<file path="src/design/prf_pkg.sv">
`default_nettype none
package prf_pkg;

    localparam int ADDR_W     = 4;
    localparam int MQ_DEPTH   = 4;
    localparam int MQ_AW      = $clog2(MQ_DEPTH);
    localparam int OQ_DEPTH   = 2;
    localparam int OQ_AW      = $clog2(OQ_DEPTH);
    localparam int SQRT_STEPS = 32;
    localparam int QBITS      = 63;
    localparam int DIV_LAT    = QBITS + 2;
    localparam int NUM_W      = 136;
    localparam int DEN_W      = 128;
    localparam int CMP_W      = 192;

    localparam logic [31:0] CUTOFF_RST = 32'd167772;
    localparam logic [31:0] MINRAD_RST = 32'd1678;
    localparam logic [31:0] MASS_RST   = 32'd167772;

    typedef enum logic [1:0] {
        REG_CUTOFF = 2'd0,
        REG_MINRAD = 2'd1,
        REG_MASS   = 2'd2
    } t_reg_idx;

    typedef struct packed {
        logic [31:0] first_x;
        logic [31:0] first_y;
        logic [31:0] second_x;
        logic [31:0] second_y;
    } t_in_item;

    typedef struct packed {
        logic signed [63:0] force_x;
        logic signed [63:0] force_y;
        logic               interacts;
    } t_out_item;

    typedef struct packed {
        logic [31:0] ax;
        logic [31:0] ay;
        logic        xneg;
        logic        yneg;
    } t_diff;

    typedef struct packed {
        logic [31:0] cutoff_radius;
        logic [31:0] minimum_radius;
        logic [31:0] particle_mass;
    } t_cfg;

    typedef struct packed {
        logic [63:0] r2;
        t_diff       d;
        logic        in_range;
    } t_side;

endpackage
`default_nettype wire

</file>
<file path="src/design/prf_front.sv">
`default_nettype none
module prf_front import prf_pkg::*; (
    input  wire logic     i_clk,
    input  wire logic     i_rst_n,
    input  wire logic     i_push,
    input  wire t_in_item i_item,
    output logic          o_full,
    input  wire logic     i_pop,
    output logic          o_empty,
    output t_diff         o_diff
);

    t_diff            r_mem [MQ_DEPTH];
    logic [MQ_AW-1:0] r_wp;
    logic [MQ_AW-1:0] r_rp;
    logic [MQ_AW:0]   r_cnt;
    t_diff            cls;
    logic             wr;
    logic             rd;

    // Direction of each axis is kept apart from its magnitude.
    always_comb begin
        cls.xneg = i_item.second_x < i_item.first_x;
        cls.yneg = i_item.second_y < i_item.first_y;
        cls.ax   = cls.xneg ? i_item.first_x - i_item.second_x
                            : i_item.second_x - i_item.first_x;
        cls.ay   = cls.yneg ? i_item.first_y - i_item.second_y
                            : i_item.second_y - i_item.first_y;
    end

    assign o_full  = r_cnt == (MQ_AW+1)'(MQ_DEPTH);
    assign o_empty = r_cnt == '0;
    assign wr      = i_push && !o_full;
    assign rd      = i_pop && !o_empty;
    assign o_diff  = r_mem[r_rp];

    always_ff @(posedge i_clk) begin
        if (!i_rst_n) begin
            r_wp  <= '0;
            r_rp  <= '0;
            r_cnt <= '0;
        end else begin
            if (wr) begin
                r_wp <= r_wp + 1'b1;
            end
            if (rd) begin
                r_rp <= r_rp + 1'b1;
            end
            r_cnt <= r_cnt + (MQ_AW+1)'(wr) - (MQ_AW+1)'(rd);
        end
    end

    always_ff @(posedge i_clk) begin
        if (wr) begin
            r_mem[r_wp] <= cls;
        end
    end

endmodule
`default_nettype wire

</file>
<file path="config.mk">
export PLATFORM = sky130hd
export DESIGN_NAME = prf_front
export DESIGN_NICKNAME = d
export VERILOG_FILES = /design/src/design/prf_pkg.sv /design/src/design/prf_front.sv
export SDC_FILE = /design/constraint.sdc
export NUM_CORES = 1
export LEC_CHECK = 0
export BUFFER_PORTS_ARGS = -buffer_cell sky130_fd_sc_hd__buf_4
export CELL_PAD_IN_SITES_DETAIL_PLACEMENT = 2
export CELL_PAD_IN_SITES_GLOBAL_PLACEMENT = 2
export CORE_MARGIN = 3
export CORE_UTILIZATION = 40
export CTS_CLUSTER_DIAMETER = 150
export DETAILED_ROUTE_END_ITERATION = 8
export GPL_TIMING_DRIVEN = 1
export PLACE_DENSITY_LB_ADDON = 0.1
export SLEW_MARGIN = 25
export SYNTH_ARGS = -nofsm -noshare
export SYNTH_HDL_FRONTEND = slang
export SYNTH_SLANG_ARGS = --single-unit
</file>
<file path="constraint.sdc">
create_clock -name i_clk -period 3.4 [get_ports i_clk]
set_input_delay 0.68 -clock i_clk [delete_from_list [all_inputs] [get_ports i_clk]]
set_output_delay 0.68 -clock i_clk [all_outputs]
set_load 0.01 [all_outputs]
</file>
==> impl_results.md, run 1 <==
- Period minus WS final: 3.30 ns
- Core Rows: 74
- Fin util: 52.5%
- Setup slack, reg-to-reg: 0.81 ns
- Yosys warns: 0
- Rel. slew slack: 59.0%
- Worst-path cell chain: buf_4, inv_1, ha_1, fa_1, nor2b_1, o31a_1, o211ai_1, nand2_1, a41oi_4, buf_4, nor2b_1, o21ai_0, nand2_1, xnor2_1
- CTS root buf: clkbuf_16
- Worst-margin pin slew: 0.609 ns
- Placed Cells: 2,312
- Clock Latency Late Sink: 0.56 ns
- Clock buffer count from CTS: 28
- R2r worst-path depth: 11
- Leak Pwr: 9.07 nW
- Placed inst area: 0.0205 mm2
- CTS hold repair buffers: 0
- Delay of the slowest cell on the worst path: 0.36 ns
- Worst setup EP type: flop
- Endpoints failing setup: 0
- Vias: 13,100
- Power Dens Cells: 589 mW/mm2
- Avg Cell Area, Syn: 11.8 um2
- Synth area leaders: edfxtp_1 47%, ha_1 10%, mux4_2 8.8%
- Drt total wl: 57,400 um
- DRC Markers: 0
- Max VDD drop: 0.314 mV
- Post-synth top area cell: edfxtp_1
- Pre-CTS setup slack: -0.643 ns
- # H-tree levels: 1
- Seq/Total Area, Yosys: 48.3%
- Post-synth EDFFs: 264
- I/O pin cnt: 200
- Max-slew violation count: 0
- DRT antenna net count: 0
- Die Y: 211 um
- Vias in the first global route: 15,100
- Total grt overflow: 0
- Worst Hold Class: input port to flop
- Syn Nets: 1,691
- Pin count of the biggest net entering global routing: 39
- Dpl hpwl: 43,400 um
- Flops & latches, synth: 273
- Fmax achieved: 0.303 GHz
- Worst hold path depth: 2
- Initial DRT Pass Iterations: 5
- Die Footprint: 0.0445 mm2
- Slowest cell on crit path: a41oi_4
- 1st-iter DRT viols: 760
- Ys flop type: edfxtp_1
- Post-route cell area: 0.0216 mm2
- Final worst slack: 0.100 ns
- Critical path type: input port to flop
- Avg WL per Cell: 24.3 um
- Commonest cells post-synth: 264 x edfxtp_1, 163 x inv_1, 136 x ha_1
- Worst-path fanout max: 16
- Status: completed
- Nets: 2,083
- Layout Skew: 0.0134 ns
- CTS tree: built
- Gr usage total: 25.7%
- Mapped Cells: 1,418
- CORE AREA: 0.0411 mm2
- Max-Cap Viols: 0
- Die Width: 211 um
- Pwr Total: 0.0127 W
- Vias per cell: 5.53
- Layout cell share with drive strength beyond 1: 32.3%
- Fin cells: 2,364
- Buffers on Ports: 199
- Most common cell in the netlist: edfxtp_1
- Yosys cell types: 73
- Yosys top cell area share: 47.2%
- Maximum buffer depth of the clock tree: 3
- Final hold viol count: 0
- Initial antenna violation count: 0
- Final worst path period share: 97.1%
- Synth async-reset ratio: 0%
- P&R area growth vs syn: 28.4%
- Antenna cells: 0
- Critical Path AT: 3.62 ns
- Synthesized cell area: 0.0168 mm2
- # clock sinks: 273
- Initial Util: 40.9%
- First-pass GRT wire length: 89,300 um
- Critical Path Start Type: input port
- Required @ worst endpoint: 3.72 ns
- Clk pin slew, worst setup/hold paths: 0.06 ns
- Routability Congestion: 0.891
[metrics by stage]
step                      setup TNS, ns  hold slack, ns
after floorplan                       0           0.528
after global placement           -23.33           0.559
after detailed placement         -68.87           0.581
after CTS                             0           0.397
after global routing             -0.435           0.419
final                                 0           0.419
[path summary, 6_finish.rpt]
path | from | end
max | i_item[0] | r_mem[0][27]
min | i_rst_n | flop
max reg2reg | r_cnt[2] | r_cnt[2]
min reg2reg | r_rp[1] | flop
[cell type report]
class                           instances  area (um2)
Sequential cell                       273        8120
Tap cell                              532         666
Timing Repair Buffer                  433        3380
Fill cell                            4086       19500
Inverter                              164         616
Clock inverter                         18         204
Clock buffer                           34         754
Multi-Input combinational cell        910        7840
[logic make-up after synthesis]
family	synth area share (%)
xor gates and xnor gates	3.39
AOI/OAI and AO/OA	14.9
and+or+nand+nor	6.69
adders and majority gates	10.7
muxes	10.2
DFF	48.3
buffers and inverters	5.86
[report_power, final]
group | internal (W) | switching (W)
logic | 0.00225 | 0.00255
clock network | 0.00189 | 0.00135
registers | 0.00443 | 0.000239
[registers in the layout (all words and copies together) (netlist names), named ones only]
name and cells:
r_rp 2, r_wp 2, r_mem 264, r_cnt 3
[routing by layer]
| metal | global-route usage [%] | wire length (um) | vias to the layer above | share of wire (%) |
|---|---|---|---|---|
| met3 | 2.60 | 2050 | 98 | 3.6 |
| met1 | 31.4 | 23300 | 6663 | 41 |
| met2 | 48.3 | 30600 | 298 | 53 |
| li1 | - | - | 6013 | - |
| met4 | 7.09 | 1470 | 0 | 2.6 |
| met5 | 0 | 0 | - | 0 |
[what timing repair did]
action                                  CTS  global route
endpoints found under the setup margin    8            40
gates resized for setup                   2            17
gates cloned                              0             0
buffers inserted                          0             0
pin swaps                                 0             1
[worst max-delay path: cells and delay by family]
kind	cells	cell delay (ns)
AO/OA/AOI/OAI	4	1.08
buffers and inverters	3	0.49
adder cells (fa/ha/maj)	2	0.46
XOR/XNOR	1	0.36
AND/OR/NAND/NOR	4	0.53
[placed cells by master (no fill, tap or decap), drive strengths merged, types with 34 or more instances in the layout]
| cell | count |
|---|---|
| clkbuf | 34 |
| a21o | 44 |
| edfxtp | 264 |
| xnor2 | 39 |
| nor2 | 45 |
| buf | 433 |
| o21ai | 86 |
| inv | 166 |
| ha | 136 |
| nand2 | 65 |
| a21oi | 137 |
| mux4 | 66 |
No activity file was read; power rests on OpenSTA's default activity.
==> run 2: changes to the inputs <==
CORE_ASPECT_RATIO = 0.5   (was not set)
==> run 2 against run 1 <==
Against the previous run: total power increased by 0.54%; first-iteration DRC count increased by 0.79%; final area about the same; count of clock-buffer cells in the layout decreased by 1; final cell count increased by 1.1%; sequential power increased by 0.9%; critical path type unchanged; clock skew increased by 0.014 ns; clock power decreased by 8.0%.
==> impl_results.md, run 2 (synthesis results as in run 1) <==
- CORE AREA: 0.0409 mm2
- Worst-path fanout max: 4
- Status: completed
- Setup slack, reg-to-reg: 0.88 ns
- Reg-to-reg critical path startpoint: r_cnt[2]
- Initial DRT Pass Iterations: 5
- Drt total wl: 63,000 um
- # clock sinks: 273
- Die Y: 151 um
- Fill count: 4,059
- Commonest non-fill, non-tap cell in the layout: buf_4
- Start point of the critical path: i_item[64]
- Total grt overflow: 0
- DRC Markers: 0
- Initial Util: 41.0%
- Die Width: 296 um
- Pin count of the biggest net entering global routing: 35
- Required @ worst endpoint: 3.83 ns
- I/O pin cnt: 200
- # H-tree levels: 1
- Clk pin slew, worst setup/hold paths: 0.06 ns
- Post-route cell area: 0.0216 mm2
- Pre-CTS setup slack: -0.630 ns
- Vias per cell: 5.67
- Max-slew violation count: 0
- Final worst slack: 0.0508 ns
- Core Rows: 52
- Critical Path Start Type: input port
- Power Dens Cells: 593 mW/mm2
- Max VDD drop: 0.426 mV
- Clock Latency Late Sink: 0.56 ns
- Worst Hold Class: input port to flop
- Largest register FFs: 264
- CTS root buf: clkbuf_16
- Nets: 2,100
- Delay of the slowest cell on the worst path: 0.40 ns
- Max-Cap Viols: 0
- Layout Skew: 0.0271 ns
- Largest register by flop count: r_mem
- Final worst path period share: 98.5%
- Largest registers: r_mem: 264 flops, r_cnt: 3 flops
- CTS hold repair buffers: 0
- R2r worst-path depth: 11
- Slowest cell on crit path: o21ai_0
- Clock buffer count from CTS: 28
- Rel. slew slack: 56.1%
- Worst reg2reg endpoint: r_cnt[2]
- Routability Congestion: 0.869
- 1st-iter DRT viols: 766
- Initial antenna violation count: 1
- Most frequent cells in the layout: 441 x buf_4, 264 x edfxtp_1, 163 x inv_1, 136 x ha_1, 133 x a21oi_1
- Worst-margin pin slew: 0.653 ns
- Final hold viol count: 0
- Buffers on Ports: 199
- Maximum buffer depth of the clock tree: 3
- P&R area growth vs syn: 28.4%
- Fmax achieved: 0.299 GHz
- Crit-path most repeated cell: buf_4
- Vias: 13,600
- Hold wc startpoint: i_rst_n
- Worst-path cell chain: buf_4, inv_1, ha_1, fa_1, nor2b_2, o31a_1, o21ai_0, o21ai_0, buf_4, a31oi_1, buf_4, nor2_1, nor2_1, mux2i_1, xor2_1, buf_4
- Die Footprint: 0.0446 mm2
- Avg WL per Cell: 26.4 um
- Critical Path AT: 3.78 ns
- Hold EP: r_cnt[2]
- Vias in the first global route: 15,100
- Pwr Total: 0.0128 W
- Antenna cells: 0
- Endpoints failing setup: 0
- Worst setup EP type: flop
- Gr usage total: 28.2%
- Period minus WS final: 3.35 ns
- Critical path type: input port to flop
- Leak Pwr: 9.09 nW
- Dpl hpwl: 47,100 um
- First-pass GRT wire length: 96,100 um
- Layout cell share with drive strength beyond 1: 32.6%
- CTS tree: built
- Placed inst area: 0.0206 mm2
- Worst hold path depth: 2
- DRT antenna net count: 0
-- run 2: power breakdown --
part / switching (W) / leakage [nW] / internal, W
Clock: 0.00139 / 0.411 / 0.00159
Combinational: 0.00273 / 6.19 / 0.00236
Sequential: 0.000278 / 2.49 / 0.00443
-- run 2: routing by layer --
metal	wire length (um)	share of wire [%]	GRT usage, %
met1	26300	42	36.2
met2	32000	51	50.5
met3	2400	3.8	2.58
met4	2310	3.7	9.42
met5	9	0.014	0
-- run 2: stage by stage --
| stage | TNS, ns | util [%] | hold WS, ns | std cells |
|---|---|---|---|---|
| 6_report | 0 | 52.7 | 0.398 | 2389 |
| 3_5_place_dp | -86.07 | 50.3 | 0.623 | 2334 |
| 2_1_floorplan | 0 | - | 0.528 | 1418 |
| 3_3_place_gp | -25.91 | 50.3 | 0.545 | 2334 |
| 4_1_cts | 0 | 52.4 | 0.382 | 2386 |
| 5_1_grt | -0.462 | 52.7 | 0.384 | 2389 |
-- run 2: how the worst max path moves through the flow --
stage	cells past startpoint	endpoint
4_1_cts	14	r_mem[0][5]
3_5_place_dp	14	r_mem[3][60]
3_3_place_gp	14	r_mem[2][60]
2_1_floorplan	13	r_mem[0][64]
5_1_grt	16	r_mem[1][28]
6_report	16	r_mem[1][28]
-- run 2: what timing repair did --
item	4_1_cts	5_1_grt
pin swaps	0	7
endpoints found under the hold margin	0	0
gates resized for setup	3	20
setup buffers	0	3
setup endpoints to repair	12	100
-- run 2: worst max-delay path: cells and delay by family --
kind,cells,cell delay [ns]
fa+ha+maj,2,0.47
compound gates,4,1.19
mux,1,0.10
xor+xnor,1,0.29
buf+inv,5,0.78
simple gates,3,0.26
-- run 2: final cells by class --
type,count,area [um2],area share (%)
clock inverters,19,121,0.563
multi-input cells,910,7830,36.3
inverters,164,616,2.85
clock buffers,33,719,3.34
repair buffers,450,3480,16.1
flip-flops and latches,273,8120,37.6
well taps,540,676,3.13
==> run 3: changes to the inputs <==
GPL_ROUTABILITY_DRIVEN = 0   (was not set)
clock period = 3.6 ns   (was 3.4 ns; I/O delays follow)
==> run 3 against run 2 <==
Against the previous run: clock skew decreased by 0.0073 ns; global-route usage fell by 1.8 points; via count fell by 4.7%; wire length fell by 6.3%; sequential share of layout area is 1.4 points higher.
==> impl_results.md, run 3 (synthesis results as in run 1) <==
- Status: completed
- Die Footprint: 0.0446 mm2
- CTS tree: built
- Buffers on Ports: 199
- Most frequent cells in the layout: 338 x buf_4, 264 x edfxtp_1, 163 x inv_1, 136 x ha_1, 134 x a21oi_1
- Layout cell share with drive strength beyond 1: 28.0%
- Clk pin slew, worst setup/hold paths: 0.06 ns
- Placed Cells: 2,234
- Largest register by flop count: r_mem
- Final worst slack: 0.119 ns
- Critical Path AT: 3.75 ns
- P&R area growth vs syn: 23.8%
- Initial DRT Pass Iterations: 5
- Required @ worst endpoint: 3.86 ns
- CTS root buf: clkbuf_16
- CP bufs+invs: 4
- Clock Latency Late Sink: 0.56 ns
- Leak Pwr: 8.60 nW
- Worst setup EP type: flop
- Critical path type: input port to flop
- 1st-iter DRT viols: 876
- Max-Cap Viols: 0
- Final hold viol count: 0
- DRC Markers: 0
- Vias: 12,900
- Die Y: 151 um
- Largest registers: r_mem: 264 flops, r_cnt: 3 flops
- CTS hold repair buffers: 0
- Gr usage total: 26.3%
- Worst Hold Class: input port to flop
- Endpoints failing setup: 0
- Critical Path Start Type: input port
- Nets: 1,998
- Worst-path fanout max: 25
- Fmax achieved: 0.287 GHz
- Drt total wl: 59,100 um
- Pre-CTS setup slack: -0.433 ns
- Kind of cell adding the most delay to the critical path: simple AND/OR/NAND/NOR gates
- Total grt overflow: 0
- Dpl hpwl: 43,500 um
- Setup slack, reg-to-reg: 1.12 ns
- I/O pin cnt: 200
- Vias per cell: 5.65
- Final worst path period share: 96.7%
- Fin Setup TNS: 0 ns
- Period minus WS final: 3.48 ns
- Power Dens Cells: 573 mW/mm2
- Rel. slew slack: 56.6%
- Commonest non-fill, non-tap cell in the layout: buf_4
- Initial antenna violation count: 0
- Worst-margin pin slew: 0.651 ns
- CORE AREA: 0.0409 mm2
- Vias in the first global route: 14,500
- Largest register FFs: 264
- Slowest cell on crit path: xor2_1
- First-pass GRT wire length: 90,100 um
- Delay of the slowest cell on the worst path: 0.53 ns
- # H-tree levels: 1
- Worst-path cell chain: buf_4, inv_1, ha_1, fa_1, nor2b_1, o31a_1, o211ai_1, nand2_1, a41oi_4, buf_12, buf_12, nor3_1, a31oi_1, xor2_1
- DRT antenna net count: 0
- Clock buffer count from CTS: 28
- Initial Util: 41.0%
- Avg WL per Cell: 25.8 um
- Maximum buffer depth of the clock tree: 3
- Die Width: 296 um
- Layout Skew: 0.0198 ns
- Fin cells: 2,285
- RSZ-0062 raised after global routing: false
- Core Rows: 52
- Max VDD drop: 0.357 mV
- Max-slew violation count: 0
- Crit-path most repeated cell: buf_12
- # clock sinks: 273
- Antenna cells: 0
- Pin count of the biggest net entering global routing: 37
## run 3: layer usage
layer / up-vias / wire length, um / track usage [%]
met2: 368 / 30500 / 47.9
met1: 6609 / 24400 / 33.4
met5: - / 0 / 0
li1: 5848 / - / -
met3: 94 / 2510 / 2.62
met4: 0 / 1700 / 8.03
## run 3: stage by stage
stage | utilization (%) | instance area, um2 | power [W] | hold slack, ns
global route | 50.8 | 20800 | 0.0124 | 0.452
finish | 50.8 | 20800 | 0.0119 | 0.460
detailed placement | 48.5 | 19900 | 0.00898 | 0.618
global placement | 48.5 | 19900 | 0.00865 | 0.541
CTS | 50.7 | 20700 | 0.0120 | 0.445
floorplan | - | 16800 | 0.00672 | 0.528
## run 3: where the power goes
group          total [W]  switching (W)  leakage [nW]  internal [W]
registers        0.00443       0.000243          2.49       0.00419
logic            0.00455        0.00247          5.67       0.00208
clock network    0.00294        0.00128         0.436       0.00166
total             0.0119        0.00399          8.60       0.00793
## run 3: what timing repair did
item / CTS / global route
buffers inserted: 0 / 1
resized for setup: 0 / 6
endpoints found under the setup margin: 0 / 20
## run 3: cell type report
| cell class | instances | area (um2) |
|---|---|---|
| fillers | 4125 | 20100 |
| flip-flops and latches | 273 | 8120 |
| multi-input cells | 910 | 7750 |
| repair buffers | 348 | 2740 |
| clock buffers | 42 | 793 |
| well taps | 540 | 676 |
| inverters | 164 | 616 |
| clock inverters | 8 | 98.8 |
## run 3: worst paths after layout
kind / endpoint / startpoint / cells past startpoint
min reg2reg: flop / r_rp[1] / 2
min: r_cnt[0] / i_rst_n / 2
max reg2reg: r_cnt[2] / r_cnt[2] / 11
max: r_mem[0][8] / i_item[0] / 14
