--- src/design/prf_pkg.sv ---
`default_nettype none
package prf_pkg;

    localparam int ADDR_W     = 4;
    localparam int MQ_DEPTH   = 4;
    localparam int MQ_AW      = $clog2(MQ_DEPTH);
    localparam int OQ_DEPTH   = 2;
    localparam int OQ_AW      = $clog2(OQ_DEPTH);
    localparam int SQRT_STEPS = 32;
    localparam int QBITS      = 63;
    localparam int DIV_LAT    = QBITS + 2;
    localparam int NUM_W      = 136;
    localparam int DEN_W      = 128;
    localparam int CMP_W      = 192;

    localparam logic [31:0] CUTOFF_RST = 32'd167772;
    localparam logic [31:0] MINRAD_RST = 32'd1678;
    localparam logic [31:0] MASS_RST   = 32'd167772;

    typedef enum logic [1:0] {
        REG_CUTOFF = 2'd0,
        REG_MINRAD = 2'd1,
        REG_MASS   = 2'd2
    } t_reg_idx;

    typedef struct packed {
        logic [31:0] first_x;
        logic [31:0] first_y;
        logic [31:0] second_x;
        logic [31:0] second_y;
    } t_in_item;

    typedef struct packed {
        logic signed [63:0] force_x;
        logic signed [63:0] force_y;
        logic               interacts;
    } t_out_item;

    typedef struct packed {
        logic [31:0] ax;
        logic [31:0] ay;
        logic        xneg;
        logic        yneg;
    } t_diff;

    typedef struct packed {
        logic [31:0] cutoff_radius;
        logic [31:0] minimum_radius;
        logic [31:0] particle_mass;
    } t_cfg;

    typedef struct packed {
        logic [63:0] r2;
        t_diff       d;
        logic        in_range;
    } t_side;

endpackage
`default_nettype wire

--- src/design/prf_outq.sv ---
`default_nettype none
module prf_outq import prf_pkg::*; (
    input  wire logic      i_clk,
    input  wire logic      i_rst_n,
    input  wire logic      i_push,
    input  wire t_out_item i_item,
    output logic           o_full,
    input  wire logic      i_pop,
    output logic           o_empty,
    output t_out_item      o_item
);

    t_out_item        r_mem [OQ_DEPTH];
    logic [OQ_AW-1:0] r_wp;
    logic [OQ_AW-1:0] r_rp;
    logic [OQ_AW:0]   r_cnt;
    logic             wr;
    logic             rd;

    assign o_full  = r_cnt == (OQ_AW+1)'(OQ_DEPTH);
    assign o_empty = r_cnt == '0;
    assign wr      = i_push && !o_full;
    assign rd      = i_pop && !o_empty;
    assign o_item  = r_mem[r_rp];

    always_ff @(posedge i_clk) begin
        if (!i_rst_n) begin
            r_wp  <= '0;
            r_rp  <= '0;
            r_cnt <= '0;
        end else begin
            if (wr) begin
                r_wp <= r_wp + 1'b1;
            end
            if (rd) begin
                r_rp <= r_rp + 1'b1;
            end
            r_cnt <= r_cnt + (OQ_AW+1)'(wr) - (OQ_AW+1)'(rd);
        end
    end

    always_ff @(posedge i_clk) begin
        if (wr) begin
            r_mem[r_wp] <= i_item;
        end
    end

endmodule
`default_nettype wire

--- config.mk ---
export PLATFORM = sky130hd
export DESIGN_NAME = prf_outq
export DESIGN_NICKNAME = d
export VERILOG_FILES = /design/src/design/prf_pkg.sv /design/src/design/prf_outq.sv
export SDC_FILE = /design/constraint.sdc
export NUM_CORES = 1
export LEC_CHECK = 0
export ABC_AREA = 1
export BUFFER_PORTS_ARGS = -buffer_cell sky130_fd_sc_hd__buf_2
export CORE_MARGIN = 2
export CORE_UTILIZATION = 55
export DETAILED_ROUTE_END_ITERATION = 16
export PLACE_DENSITY_LB_ADDON = 0.25
export SLEW_MARGIN = 30
export SYNTH_ARGS = -nofsm -noshare
export SYNTH_HDL_FRONTEND = slang
export SYNTH_SLANG_ARGS = --single-unit
--- constraint.sdc ---
create_clock -name i_clk -period 15.6 [get_ports i_clk]
set_clock_uncertainty 0.2 [all_clocks]
set_input_delay 3.12 -clock i_clk [delete_from_list [all_inputs] [get_ports i_clk]]
set_output_delay 3.12 -clock i_clk [all_outputs]
set_load 0.02 [all_outputs]
==> flow_summary_export.csv, run 1 <==
group,metric,value,unit
sta,max_clock_freq,167.7,MHz
final_layout,multi_input_area,1574,sq um
floorplanning,io_pins,264,
final_layout,fin_nets,855,
floorplanning,core_area,17180,sq um
floorplanning,die_w,136.1,microns
yosys,synth_area,9599,sq um
worst_setup_path,cp_max_fo,78,
clock_tree,cts-root-buf,"clkbuf_16",
place,place_area,11090,sq um
power_and_ir_drop,switching_share,0.2886,
floorplanning,rows,48,
power_and_ir_drop,p_int,1.438,mW
min_path,hold_path_class,"reg -> reg",
yosys,syn_inst,439,
final_layout,postLayoutCellArea,11910,sq um
yosys,syn_avg_cell_area,21.87,sq um
yosys,synth_top_area_cell,"edfxtp_1",
place,gp_congestion,0.7724,
power_and_ir_drop,vdd_ir_drop_max,0.1176,mV
run_status,outcome,"complete, no violations",
yosys,ys_ff_latch,263,
route,vias,4922,
place,dp_hpwl,11440,microns
floorplanning,die_h,136.1,microns
global_route,overflow,0,
place,port_buffers,263,
clock_tree,htree_levels,1,
clock_tree,clkTransAtPathRegs,0.06,ns
power_and_ir_drop,powerDensity,169.7,nW/um^2
yosys,synth_cell_types,11,
worst_setup_path,worst_ep_arrival_time,2.64,ns
clock_tree,cts.path.max_buffers,3,
final_layout,postLayoutCoreUtil,0.6935,
clock_tree,clock_latency,0.51,ns
worst_setup_path,crit_chain,"buf_6 > mux2_2 > buf_2",
clock_tree,cts.sinks,263,
worst_setup_path,slowest_delay,0.79,ns
sta,rsz0062_at_grt,"false",
route,viasPerCell,5.106,
power_and_ir_drop,leakagePower,4.489,nW
yosys,ys_seq_area_frac,0.8175,
route,drc_errors,0,
worst_setup_path,startpoint_type,"flip-flop",
final_layout,mostFrequentLayoutCells,"buf_2 (263), edfxtp_1 (258), mux2_2 (129)",
clock_tree,tritoncts,"yes",
final_layout,drive_above_1_share,0.5908,
job,drv_cap,0,
final_layout,synthToLayoutAreaGrowth,24.09,%
sta,min_period,5.962,ns
route,drt_iter0_drc,318,
power_and_ir_drop,p_comb_frac,0.246,
power_and_ir_drop,pwr-share-clk,0.290,
sta,worst_pin_slew,0.9625,ns
clock_tree,numCtsBuffers,26,
sta,post-route-period-util,0.3822,
route,firstDrtPassIters,6,
final_layout,final_common_cell,"buf_2",
route,detail_route.wl_per_cell,18.33,microns
worst_setup_path,critPathKind,"reg -> out",
power_and_ir_drop,switching_power,0.5834,mW
final_layout,fill_cells,1153,
place,place_ws,9.919,ns
final_layout,regArea,7851,sq um
sta,hold_viol,0,
worst_setup_path,slowest_stage,"dfxtp_4",
yosys,synth_nets,574,
sta,setup_viol,0,
sta,tns,0,ns
sta,worst_slack,9.638,ns
clock_tree,ctsResizeCount,0,
sta,max_slew_margin,0.3584,
worst_setup_path,required,12.28,ns
sta,maxSlewViolCount,0,
floorplanning,dieArea,18530,sq um
global_route,grt_antenna_before_repair,2,
clock_tree,cts_hold_buf,0,
power_and_ir_drop,seqPwrFrac,0.463,
global_route,grt.total_usage,0.1830,
floorplanning,start_util,0.5589,
yosys,synth_top_cell_area_share,0.8071,
global_route,grt_pass1_wl,25900,microns
yosys,yosys_warnings,0,
power_and_ir_drop,p_total,2.022,mW
clock_tree,post-cts-setup-buffer-count,0,
global_route,grt_max_degree,79,
route,ant_nets,0,
yosys,yosys-top-cells-area,"edfxtp_1 (81%), mux2_2 (15%), buf_6 (1.5%)",
route,totalWireLength,17670,microns
worst_setup_path,end_kind,"output pin",
global_route,first_global_vias,5193,
==> stage by stage <==
| stage | std cells | hold slack (ns) |
|---|---|---|
| finish | 964 | 0.3515 |
| global route | 964 | 0.3858 |
| CTS | 963 | 0.3442 |
| detailed placement | 917 | 0.3215 |
| global placement | 917 | 0.2823 |
| floorplan | 439 | 0.2675 |
==> worst paths after layout <==
kind                                 from           to  slack (ns)  depth (start not counted)
worst max-delay path            flip-flop   o_item[29]        9.64                          3
worst min-delay path                 r_rp         r_rp        0.35                          2
worst max register to register   r_cnt[0]  r_mem[1][9]       13.08                          5
worst min register to register       r_rp         r_rp        0.35                          2
==> logic make-up after synthesis <==
kind of cell / after synthesis / synth area share
compound gates: 2 / 0.001043
fa+ha+maj: 2 / 0.002606
buf+inv: 23 / 0.01929
flops: 263 / 0.8175
mux: 129 / 0.1513
simple gates: 20 / 0.008211
==> critical path, delay by kind of cell, from the launching register on <==
kind	cells	cell delay (ns)
mux	1	0.44
buf+inv	2	0.77
flops	1	0.79
==> flip-flops by register name (all words and copies together), names as in the netlist, named ones only <==
register and flops:
r_cnt 2, r_mem 258, r_rp 1, r_wp 1
==> metal layers <==
metal  vias up  global-route usage  share of wire
li1       2294                   -              -
met1      2405              0.2012           0.38
met2       185              0.3325           0.52
met3        36             0.05630          0.081
met4         2             0.06771          0.025
met5         -                   0        0.00074
==> cell type report <==
cell class | count | share of cell area
timing repair buffer | 267 | 0.1137
clock buffer | 32 | 0.05830
tap | 225 | 0.02363
antenna | 1 | 0.0002101
inverter | 9 | 0.003046
sequential | 263 | 0.6591
clock inverter | 14 | 0.009874
multi-input combinational | 153 | 0.1321
==> synth_stat cells <==
library cell / number
a21oi_1: 2
buf_2: 1
buf_6: 13
dfxtp_1: 5
edfxtp_1: 258
ha_1: 2
inv_1: 9
mux2_2: 129
nand2_1: 9
nand3_1: 3
nor2_1: 8
==> power groups by stage <==
stage	combinational (mW)	clock [mW]	sequential [mW]
2_1_floorplan	0.369	0	0.944
3_3_place_gp	0.493	0	0.945
3_5_place_dp	0.502	0	0.952
4_1_cts	0.504	0.601	0.938
5_1_grt	0.531	0.629	0.946
6_report	0.498	0.587	0.937
No activity file was read; power rests on OpenSTA's default activity.
==> run 2, diff against run 1 <==
--- a/config.mk
+++ b/config.mk
@@ -8,7 +8,7 @@
 export ABC_AREA = 1
 export BUFFER_PORTS_ARGS = -buffer_cell sky130_fd_sc_hd__buf_2
 export CORE_MARGIN = 2
-export CORE_UTILIZATION = 55
+export CORE_UTILIZATION = 52
 export DETAILED_ROUTE_END_ITERATION = 16
 export PLACE_DENSITY_LB_ADDON = 0.25
 export SLEW_MARGIN = 30
==> constraint.sdc (replaced) <==
create_clock -name i_clk -period 6.05 [get_ports i_clk]
set_clock_uncertainty 0.2 [all_clocks]
set_input_delay 1.21 -clock i_clk [delete_from_list [all_inputs] [get_ports i_clk]]
set_output_delay 1.21 -clock i_clk [all_outputs]
set_load 0.02 [all_outputs]
==> run 2 against run 1 <==
Compared with the run above:
- utilization down 3.0 points
- setup slack worse by 7.4 ns
- cell count up 0.93%
- sequential cell count unchanged
- first-iteration DRC count down 24%
- critical path depth up 1
- die area up 5.6%
- count of clock-buffer cells in the layout up 1
- clock power rose to 2.6 times the previous value
- wire length up 4.9%
- sequential power rose to 2.6 times the previous value
- hold slack worse by 0.014 ns
==> flow_summary_export.csv, run 2 (synthesis results as in run 1) <==
group,metric,value,unit
final_layout,mostFrequentLayoutCells,"buf_2 (263), edfxtp_1 (258), mux2_2 (129)",
global_route,overflow,0,
worst_setup_path,startpoint_type,"flip-flop",
route,viasPerCell,5.131,
sta,max_clock_freq,259.0,MHz
clock_tree,ctsResizeCount,0,
place,gp_congestion,0.7934,
floorplanning,die_w,139.9,microns
place,dp_hpwl,12410,microns
clock_tree,tritoncts,"yes",
sta,hold_viol,0,
sta,maxSlewViolCount,0,
job,drv_cap,0,
min_path,hold_path_class,"reg -> reg",
power_and_ir_drop,powerDensity,438.4,nW/um^2
final_layout,top_regs,"r_mem: 258 flops, r_cnt: 2 flops",
floorplanning,dieArea,19560,sq um
sta,max_slew_margin,0.4649,
clock_tree,numCtsBuffers,26,
global_route,grt_pass1_wl,28460,microns
run_status,outcome,"complete, no violations",
clock_tree,cts.path.max_buffers,3,
final_layout,fin_nets,858,
min_path,hold_depth,2,
route,detail_route.wl_per_cell,19.04,microns
sta,setup_viol,0,
route,drt_iter0_drc,242,
global_route,first_global_vias,5418,
floorplanning,start_util,0.5326,
power_and_ir_drop,vdd_ir_drop_max,0.3379,mV
clock_tree,cts-root-buf,"clkbuf_16",
sta,min_period,3.860,ns
power_and_ir_drop,leakagePower,4.503,nW
final_layout,drive_above_1_share,0.5884,
worst_setup_path,end_kind,"output pin",
global_route,grt.total_usage,0.1854,
worst_setup_path,r2r_slack,3.35,ns
clock_tree,cts.sinks,263,
clock_tree,clkTransAtPathRegs,0.06,ns
min_path,hp-start,"r_rp",
worst_setup_path,critPathKind,"reg -> out",
final_layout,final_common_cell,"buf_2",
clock_tree,clock_latency,0.52,ns
floorplanning,io_pins,264,
global_route,grt_max_degree,79,
floorplanning,die_h,139.9,microns
floorplanning,core_area,18020,sq um
sta,worst_pin_slew,0.8027,ns
worst_setup_path,worst_ep_arrival_time,2.45,ns
sta,worst_slack,2.190,ns
route,drc_errors,0,
worst_setup_path,required,4.64,ns
sta,post-route-period-util,0.6381,
worst_setup_path,cp_max_fo,53,
floorplanning,rows,49,
route,firstDrtPassIters,4,
route,vias,4992,
worst_setup_path,timing.rr.end,"r_mem[0][87]",
final_layout,synthToLayoutAreaGrowth,24.56,%
global_route,grt_antenna_before_repair,2,
sta,tns,0,ns
clock_tree,cts_hold_buf,0,
sta,rsz0062_at_grt,"false",
route,totalWireLength,18530,microns
final_layout,largest_register_ffs,258,
worst_setup_path,worst-r2r-cell-count,5,
place,place_ws,2.478,ns
clock_tree,post-cts-setup-buffer-count,0,
clock_tree,htree_levels,1,
worst_setup_path,r2r_start,"r_cnt[0]",
final_layout,largest_register,"r_mem",
route,ant_nets,0,
place,port_buffers,263,
[run 2: cell count changes in the layout (fill, tap and decap cells not counted), sizes merged]
cell	before	now
buf	267	270
clkbuf	32	33
clkinv	11	9
diode	1	3
inv	9	10
[run 2: cell type report]
class,instances,area (sq um)
repair buffers,270,1389
fillers,1263,6068
clock buffers,33,698.2
flip-flops and latches,263,7851
clock inverters,13,113.9
diodes,3,7.507
well taps,229,286.5
inverters,9,36.28
multi-input cells,153,1574
[run 2: worst max-delay path by stage]
stage	startpoint	depth (start not counted)	slack [ns]	endpoint
after floorplan	i_push	2	0.77	r_mem[0][0]
after global placement	flip-flop	3	2.55	o_item[93]
after detailed placement	flip-flop	3	2.48	o_item[93]
after CTS	flip-flop	3	1.91	o_item[93]
after global routing	flip-flop	4	2.08	o_item[96]
final	flip-flop	4	2.19	o_item[93]
[run 2: power by group]
| group | internal [mW] | total (mW) | leakage [nW] | switching, mW |
|---|---|---|---|---|
| Sequential | 2.31 | 2.40 | 2.45 | 0.0864 |
| Combinational | 0.509 | 1.32 | 1.66 | 0.811 |
| Clock | 0.897 | 1.52 | 0.394 | 0.624 |
| Total | 3.72 | 5.24 | 4.50 | 1.52 |
[run 2: through the flow]
step / hold WS, ns / cells / total power, mW / util / cell area, sq um
6_report: 0.3376 / 973 / 5.241 / 0.6633 / 11960
4_1_cts: 0.3378 / 969 / 5.298 / 0.6614 / 11920
3_3_place_gp: 0.2833 / 923 / 3.712 / 0.6163 / 11110
3_5_place_dp: 0.3205 / 923 / 3.760 / 0.6163 / 11110
2_1_floorplan: 0.2675 / 439 / 3.370 / - / 9602
5_1_grt: 0.3636 / 970 / 5.472 / 0.6629 / 11950
[run 2: metal layers]
layer / share of wire / GRT usage / wire length [microns] / up-vias
li1: - / - / - / 2300
met1: 0.39 / 0.2244 / 7137 / 2441
met2: 0.50 / 0.3155 / 9201 / 216
met3: 0.095 / 0.06366 / 1757 / 35
met4: 0.023 / 0.05842 / 433 / 0
met5: 0 / 0 / 0 / -
[run 2: worst max-delay path: stages (launching register included)]
cell     delay, ns
dfxtp_4       0.58
buf_16        0.30
buf_4         0.42
mux2_2        0.39
buf_2         0.17
==> run 3, diff against run 2 <==
==> constraint.sdc (replaced) <==
create_clock -name i_clk -period 3.9 [get_ports i_clk]
set_clock_uncertainty 0.2 [all_clocks]
set_input_delay 0.78 -clock i_clk [delete_from_list [all_inputs] [get_ports i_clk]]
set_output_delay 0.78 -clock i_clk [all_outputs]
set_load 0.02 [all_outputs]
==> run 3 against run 2 <==
Compared with the run above:
- hold slack got worse by 0.077 ns
- non-clock buffer count did not move
- final area grew 0.13%
- sequential cell count did not move
- clock power grew 53%
- cell count up 0.51%
- sequential power grew 54%
- combinational power increased by 56%
- via count is 1.5% lower
- count of clock-buffer cells in the layout down 3
- power up 54%
==> flow_summary_export.csv, run 3 (synthesis results as in run 1) <==
group,metric,value,unit
run_status,outcome,"complete, no violations",
final_layout,regArea,7851,sq um
final_layout,fill_cells,1253,
power_and_ir_drop,pwr-share-clk,0.288,
worst_setup_path,required,2.92,ns
worst_setup_path,timing.rr.end,"r_mem[1][67]",
global_route,grt_max_degree,85,
route,detail_route.wl_per_cell,18.35,microns
route,ant_nets,0,
global_route,grt_antenna_before_repair,5,
clock_tree,cts-root-buf,"clkbuf_16",
final_layout,synthToLayoutAreaGrowth,24.71,%
sta,rsz0062_at_grt,"false",
floorplanning,rows,49,
route,totalWireLength,17950,microns
floorplanning,die_w,139.9,microns
job,drv_cap,0,
sta,max_clock_freq,340.9,MHz
final_layout,largest_register_ffs,258,
sta,hold_viol,0,
clock_tree,cts.sinks,263,
clock_tree,cts.path.max_buffers,3,
worst_setup_path,r2r_slack,1.76,ns
worst_setup_path,cp_max_fo,39,
worst_setup_path,critical_path.top_delay_family,"buffers and inverters",
final_layout,multi_input_area,1574,sq um
floorplanning,io_pins,264,
sta,tns,0,ns
place,place_ws,1.399,ns
route,firstDrtPassIters,4,
global_route,grt_pass1_wl,27510,microns
power_and_ir_drop,vdd_ir_drop_max,0.4446,mV
clock_tree,tritoncts,"yes",
min_path,hold_path_class,"in -> reg",
global_route,grt.total_usage,0.1791,
clock_tree,clock_latency,0.50,ns
sta,worst_slack,0.9665,ns
power_and_ir_drop,leakagePower,4.504,nW
sta,setup_viol,0,
floorplanning,start_util,0.5326,
sta,post-route-period-util,0.7522,
final_layout,top_regs,"r_mem: 258 flops, r_cnt: 2 flops",
place,port_buffers,263,
floorplanning,die_h,139.9,microns
worst_setup_path,worst-r2r-cell-count,5,
worst_setup_path,crit_chain,"buf_4 > mux2_2 > buf_2",
min_path,hold_depth,1,
power_and_ir_drop,p_int,5.760,mW
sta,worst_pin_slew,0.8808,ns
worst_setup_path,slowest_stage,"buf_4",
clock_tree,clkTransAtPathRegs,0.06,ns
min_path,hp-start,"i_item[52]",
worst_setup_path,critPathKind,"reg -> out",
route,drc_errors,0,
place,dp_hpwl,12030,microns
route,vias,4917,
worst_setup_path,r2r_start,"r_cnt[0]",
clock_tree,post-cts-setup-buffer-count,0,
clock_tree,numCtsBuffers,26,
place,place_area,11140,sq um
worst_setup_path,slowest_delay,0.44,ns
min_path,min_to,"r_mem[0][52]",
sta,max_slew_margin,0.4128,
global_route,first_global_vias,5344,
final_layout,largest_register,"r_mem",
worst_setup_path,worst_ep_arrival_time,1.95,ns
clock_tree,ctsResizeCount,0,
power_and_ir_drop,switching_share,0.2875,
clock_tree,cts_hold_buf,0,
final_layout,fin_nets,858,
floorplanning,dieArea,19560,sq um
floorplanning,core_area,18020,sq um
route,viasPerCell,5.028,
final_layout,postLayoutCellArea,11970,sq um
final_layout,mostFrequentLayoutCells,"buf_2 (263), edfxtp_1 (258), mux2_2 (129)",
final_layout,final_common_cell,"buf_2",
sta,maxSlewViolCount,0,
route,drt_iter0_drc,220,
clock_tree,htree_levels,1,
final_layout,drive_above_1_share,0.5868,
power_and_ir_drop,powerDensity,675.3,nW/um^2
power_and_ir_drop,p_total,8.085,mW
worst_setup_path,end_kind,"output pin",
sta,min_period,2.933,ns
place,gp_congestion,0.7489,
worst_setup_path,worst-path-buf-inv,2,
power_and_ir_drop,p_comb_frac,0.255,
power_and_ir_drop,seqPwrFrac,0.457,
worst_setup_path,startpoint_type,"flip-flop",
global_route,overflow,0,
power_and_ir_drop,switching_power,2.324,mW
==> run 3: cell types whose count changed in the layout (fill, tap and decap cells not counted) <==
cell	change
buf_12	+2
buf_16	-1
buf_4	-1
clkbuf_1	-3
clkinv_1	+5
clkinv_2	+2
diode_2	+3
inv_4	-1
inv_6	-1
==> run 3: layout make-up <==
cell class                 count  area share
inverter                       9    0.003135
timing repair buffer         270      0.1164
clock inverter                18     0.01056
antenna                        6    0.001254
sequential                   263      0.6558
multi-input combinational    153      0.1315
tap                          229     0.02393
clock buffer                  30     0.05738
==> run 3: worst max-delay path by stage <==
stage,endpoint,slack [ns],start,cells past startpoint
2_1_floorplan,r_mem[1][0],0.49,i_push,2
3_3_place_gp,r_mem[1][77],1.41,i_push,4
3_5_place_dp,r_mem[1][77],1.40,i_push,4
4_1_cts,o_item[35],0.90,flip-flop,3
5_1_grt,o_item[35],0.86,flip-flop,3
6_report,o_item[63],0.97,flip-flop,3
==> run 3: power by group through the flow <==
stage,sequential (mW),combinational (mW),clock [mW]
final,3.70,2.06,2.33
after global routing,3.73,2.21,2.49
after CTS,3.70,2.10,2.39
after detailed placement,3.76,2.08,0
after global placement,3.73,2.04,0
after floorplan,3.73,1.48,0
==> run 3: worst register-to-register path: cells and delay by family (launching register included) <==
kind,cells,cell delay [ns]
AND/OR/NAND/NOR,2,0.26
buffers and inverters,3,0.96
flip-flops,1,0.36
==> run 3: layer usage <==
| layer | GRT usage | up-vias | part of all wire |
|---|---|---|---|
| li1 | - | 2306 | - |
| met1 | 0.2226 | 2380 | 0.38 |
| met2 | 0.3017 | 195 | 0.50 |
| met3 | 0.05506 | 34 | 0.093 |
| met4 | 0.05947 | 2 | 0.028 |
| met5 | 0 | - | 0.00072 |
==> run 3: metrics by stage <==
stage	instances	util	hold WS (ns)
floorplan	439	-	0.2675
global placement	924	0.6182	0.2874
CTS	972	0.6633	0.2422
detailed placement	924	0.6182	0.3262
global route	974	0.6636	0.2430
finish	978	0.6642	0.2604
